===== src/rtl/core/lcs_pkg.sv =====
// Package: shared types and constants for the LED cube animation scanner.
`default_nettype none
package lcs_pkg;

  localparam int unsigned FRAME_BYTES   = 64;
  localparam int unsigned LAYERS        = 8;
  localparam int unsigned FRAME_SEL_W   = 9;
  localparam int unsigned BYTE_SEL_W    = 6;
  localparam int unsigned VALUE_W       = 16;
  localparam int unsigned COUNT_W       = 10;
  localparam int unsigned SPV_W         = 3;
  localparam int unsigned CFG_IDX_W     = 1;
  localparam int unsigned CFG_DATA_W    = 10;
  localparam int unsigned FRAME_CAP     = 512;

  typedef enum logic [1:0] {
    MODE_BYTE    = 2'd0,
    MODE_TICK    = 2'd1,
    MODE_RESTART = 2'd2,
    MODE_STEP    = 2'd3
  } mode_t;

  typedef enum logic [CFG_IDX_W-1:0] {
    REG_FRAME_COUNT    = 1'b0,
    REG_SCANS_PER_VIEW = 1'b1
  } reg_idx_t;

  typedef enum logic {
    ST_IDLE = 1'b0,
    ST_EXEC = 1'b1
  } state_t;

  localparam logic [COUNT_W-1:0] FRAME_COUNT_RST = '0;
  localparam logic [SPV_W-1:0]   SPV_RST         = 3'd2;
  localparam logic [SPV_W-1:0]   SPV_MIN         = 3'd1;
  localparam logic [SPV_W-1:0]   SPV_MAX         = 3'd4;

  // controller -> datapath
  typedef struct packed {
    logic load_byte;
    logic load_tick;
    logic restart;
    logic step;
  } cmd_t;

  // datapath -> controller
  typedef struct packed {
    logic slot_free;
  } stat_t;

endpackage
`default_nettype wire


===== src/rtl/core/lcs_ctrl.sv =====
// Controller: sequences item transfers and scan steps.
`default_nettype none
module lcs_ctrl
  import lcs_pkg::*;
(
  input  wire logic       clk,
  input  wire logic       rst,
  input  wire logic       valid,
  input  wire logic [1:0] mode,
  output logic            ready,
  input  wire stat_t      stat,
  output cmd_t            cmd
);

  state_t state, state_next;
  logic   xfer;

  always_ff @(posedge clk) begin
    if (rst) begin
      state <= ST_IDLE;
    end else begin
      state <= state_next;
    end
  end

  always_comb begin
    state_next = state;
    cmd        = '0;
    ready      = 1'b0;
    xfer       = 1'b0;
    unique case (state)
      ST_IDLE: begin
        // no transfer while held in reset
        ready = !rst;
        xfer  = valid && ready;
        if (xfer) begin
          unique case (mode_t'(mode))
            MODE_BYTE:    cmd.load_byte = 1'b1;
            MODE_TICK:    cmd.load_tick = 1'b1;
            MODE_RESTART: cmd.restart   = 1'b1;
            MODE_STEP:    state_next    = ST_EXEC;
            default:      state_next    = ST_IDLE;
          endcase
        end
      end
      ST_EXEC: begin
        // memory data for the current layer is registered by now
        if (stat.slot_free) begin
          cmd.step   = 1'b1;
          state_next = ST_IDLE;
        end
      end
      default: state_next = ST_IDLE;
    endcase
  end

endmodule
`default_nettype wire


===== config.mk =====
export PLATFORM = sky130hd
export DESIGN_NAME = lcs_ctrl
export DESIGN_NICKNAME = d
export VERILOG_FILES = /design/src/rtl/core/lcs_pkg.sv /design/src/rtl/core/lcs_ctrl.sv
export SDC_FILE = /design/constraint.sdc
export NUM_CORES = 1
export LEC_CHECK = 0
export BUFFER_PORTS_ARGS = -buffer_cell sky130_fd_sc_hd__buf_2
export CAP_MARGIN = 30
export CORE_AREA = 2 2 39 41
export CTS_CLUSTER_SIZE = 8
export DETAILED_ROUTE_END_ITERATION = 12
export DIE_AREA = 0 0 41 43
export MAX_ROUTING_LAYER = met4
export PLACE_DENSITY = 0.3
export SLEW_MARGIN = 10
export SYNTH_ARGS = -nofsm -noshare
export SYNTH_HDL_FRONTEND = slang
export SYNTH_SLANG_ARGS = --single-unit
export TNS_END_PERCENT = 10

===== constraint.sdc =====
create_clock -name clk -period 0.95 [get_ports clk]
set_clock_uncertainty 0.15 [all_clocks]
set_input_delay 0.19 -clock clk [delete_from_list [all_inputs] [get_ports clk]]
set_output_delay 0.19 -clock clk [all_outputs]
set_load 0.005 [all_outputs]

[Word level (Yosys, flattened, before mapping)]
Cells that the tools add are included.
Word-level totals
  bits in registers: 1
  bits in latches: 0
  bits in writable memories: 0
  memory bits (read-only): 0
  input port bits: 6
  output and inout bits: 5
  logic and storage cells: 20
  memories: 0
Operators by class
  add/sub/neg operators: 0
  multipliers: 0
  divide/modulo/power cells: 0
  $lt $le $gt $ge: 0
  equal/unequal tests: 3
  shifts and indexed selects: 0
  multiplexer cells: 12
  bitwise gates (word level): 1
  reductions and logical operators: 3
Operator list (number)
  two-way mux 1 bit: 9
  two-way mux 3 bit: 2
  equality test 2 bit (second input constant): 2
  equality test 2 x 1 -> 1 bit (second input constant): 1
  zero test 2 bit: 1
  case mux 1 bit (2 select lines): 1
  logical AND 1 bit: 1
  zero test 1 bit: 1
  NOT 1 bit: 1

[Longest topological paths before layout]
  depth in word-level cells: 4
  mapped depth: 2
  mapped depth without buffers: 2

[Worst setup path after synthesis]
No wires, ideal clock.
  path kind: register to output
  start: register state
  end: output port cmd[3] (netlist bit)
  arrival: 0.667 ns
  data required time: 0.610 ns
  path slack: -0.057 ns
  cell stages (with the launch flop): 3
  buffers on the path: 0
  cell sequence: dfxtp_1 nor2_2 and4bb_1
RTL lines
  start: declaration: line lcs_ctrl.sv:15  | state_t state, state_next;
  start signal: assignment: line lcs_ctrl.sv:22  | state <= state_next;
  end: declaration: line lcs_ctrl.sv:12  | output cmd_t cmd

==> summary.md <==
| Metric | Value |
|---|---|
| Critical path peak fanout | `4` |
| Vias | `111` |
| Violated checks | `setup timing` |
| Synth Area in Adders | `0%` |
| WL final | `266 um` |
| Global route overflow | `0` |
| Post-synthesis cell type count | `8` |
| ANT nets after route | `0` |
| P&R area growth vs syn | `95.65%` |
| Vias in the first global route | `91` |
| Die Y | `43 um` |
| Top-area cell type share of the netlist area | `23.19%` |
| Relative slew margins | `93.29%` |
| Min-Delay Path Class | `in2reg` |
| Die width | `41 um` |
| Final setup vio count | `3` |
| Top post-synthesis cells by area | `and4b_1 (23%), dfxtp_1 (23%), and4bb_1 (14%), nand4b_1 (10%), and2_2 (8.7%)` |
| Initial core utilization | `6.239%` |
| FP Rows | `14` |
| Ys async rst share | `0%` |
| Yosys warning count | `0` |
| Post-synthesis mux area share | `0%` |
| Die Area | `0.001763 mm2` |
| Proportion of layout cells with a drive suffix above 1 | `68.42%` |
| Total negative slack for setup checks | `-0.2647 ns` |
| Final hold vios | `0` |
| Reg2Reg Setup Slack | `0.11 ns` |
| Maximum clock frequency | `959.0 MHz` |
| Min Tclk post-route | `1.043 ns` |
| Synth Area in XOR/XNOR | `0%` |
| Status | `finished with violations` |
| Drc violations | `0` |
| Pwr/cell area | `512.8 mW/mm2` |
| Synth Area in Compound Gates | `5.797%` |
| Mean Syn Cell Area | `9.593 um2` |
| Max reg flops | `1` |
| Antenna fix cells | `0` |
| Slew @ Worst Pin | `0.1006 ns` |
| WP data required | `0.61 ns` |
| CTS clock-pin slew for the worst setup and hold paths | `0 ns` |
| DRT Pass-1 Iters | `4` |
| Io pins | `11` |
| Final GP Congestion | `0.5572` |
| Core Util, Final | `12.21%` |
| LEAKAGE | `0.08541 nW` |
| Design Area, Final | `168.9 um2` |
| Final worst path period share | `109.8%` |
| IR drop worst, VDD | `0.2212 mV` |
| Final worst slack | `-0.09277 ns` |
| Worst Setup Start Kind | `flop` |
| Count leader, synth | `and4b_1` |
| Largest net degree at the start of global routing | `5` |
| Initial DRC Count | `4` |
| Unrepaired setup endpoints after global routing | `yes` |
| Initial antenna violation count | `0` |
| Primary FF master, synth | `dfxtp_1` |
| Area after DPL | `162.7 um2` |
| Core Region | `0.001384 mm2` |
| Total GRT Usage | `2.869%` |
| Post-synthesis sequential area ratio | `23.19%` |
| Hold Slack | `0.2008 ns` |
| Final nets | `27` |
| Critical path endpoint category | `primary output` |
| Post-Synth Simple-Gate Area | `71.01%` |
| Skew-Pair Late Insertion Delay | `0 ns` |
| CP Class | `reg2out` |
| First-pass GRT wire length | `379 um` |
| Post-Syn Nets | `15` |
| Mapped Area | `86.33 um2` |
| Top reg by flops | `state` |
| Gate Count Post-Synth | `9` |
| Routed vias/inst | `3.171` |
| EDFF count, synth | `0` |
| Avg WL per Cell | `7.600 um` |
| Slew Limit Fails | `0` |
| Largest family of logic cells by synthesized area | `simple AND/OR/NAND/NOR gates` |
| Max cap viols | `0` |
| Top Registers | `state (1)` |
| Dominant cell type by area after synthesis | `and4b_1` |
| Crit path arrival time | `0.70 ns` |
| #FFs+latches synth | `1` |
| I/O Buffers | `10` |
## cells by family (layout without fill, tap and decap cells)
logic type / after synthesis / after routing
buf+inv: 0 / 10
simple gates: 7 / 7
flops: 1 / 1
compound gates: 1 / 1
## cell type report
class                           instances  area, um2
Tap cell                               16      20.02
Fill cell                             154       1215
Multi-Input combinational cell          8      71.32
Sequential cell                         1      21.27
Timing Repair Buffer                   10      56.30
## per-stage QoR
stage	std cells	setup slack (ns)	power, mW
2_1_floorplan	9	-0.01338	0.06072
3_3_place_gp	35	-0.1132	0.08305
3_5_place_dp	35	-0.1224	0.08455
4_1_cts	35	-0.09864	0.08720
5_1_grt	35	-0.1482	0.09173
6_report	35	-0.09277	0.08662
## power breakdown
part | total (mW) | switching [mW] | internal, mW | leakage, nW
sequential | 0.0468 | 0.00197 | 0.0449 | 0.00860
combinational | 0.0398 | 0.0161 | 0.0236 | 0.0768
clock | 0 | 0 | 0 | 0
## what timing repair did
action,4_1_cts,5_1_grt
hold buffers,0,0
setup endpoints to repair,3,4
gates resized for setup,2,0
buffers inserted,0,0
pin swaps,1,0
## final timing paths
path	startpoint	endpoint	depth (start not counted)
hold reg to reg	state	state	2
setup / recovery	state	cmd[3]	3
hold / removal	rst	state	2
setup reg to reg	state	state	2
## layout by cell type (no fill, tap or decap)
cell,count
buf_2,9
and4b_1,2
nor2_4,1
and4bb_1,1
and2_2,1
nand4b_1,1
nand2b_1,1
a21oi_1,1
buf_6,1
dfxtp_2,1
## worst max-delay path, cell delays in order, from the launching register on
cell	delay (ns)
dfxtp_2	0.32
nor2_4	0.09
and4bb_1	0.19
buf_2	0.11
## per-layer routing
layer | wire (um) | track usage, % | vias up
li1 | - | - | 56
met1 | 147 | 6.032 | 42
met2 | 49 | 2.500 | 13
met3 | 69 | 0.5236 | 0
met4 | 0 | 0 | 0
met5 | 0 | - | -
Power figures use the tool's default switching activity.
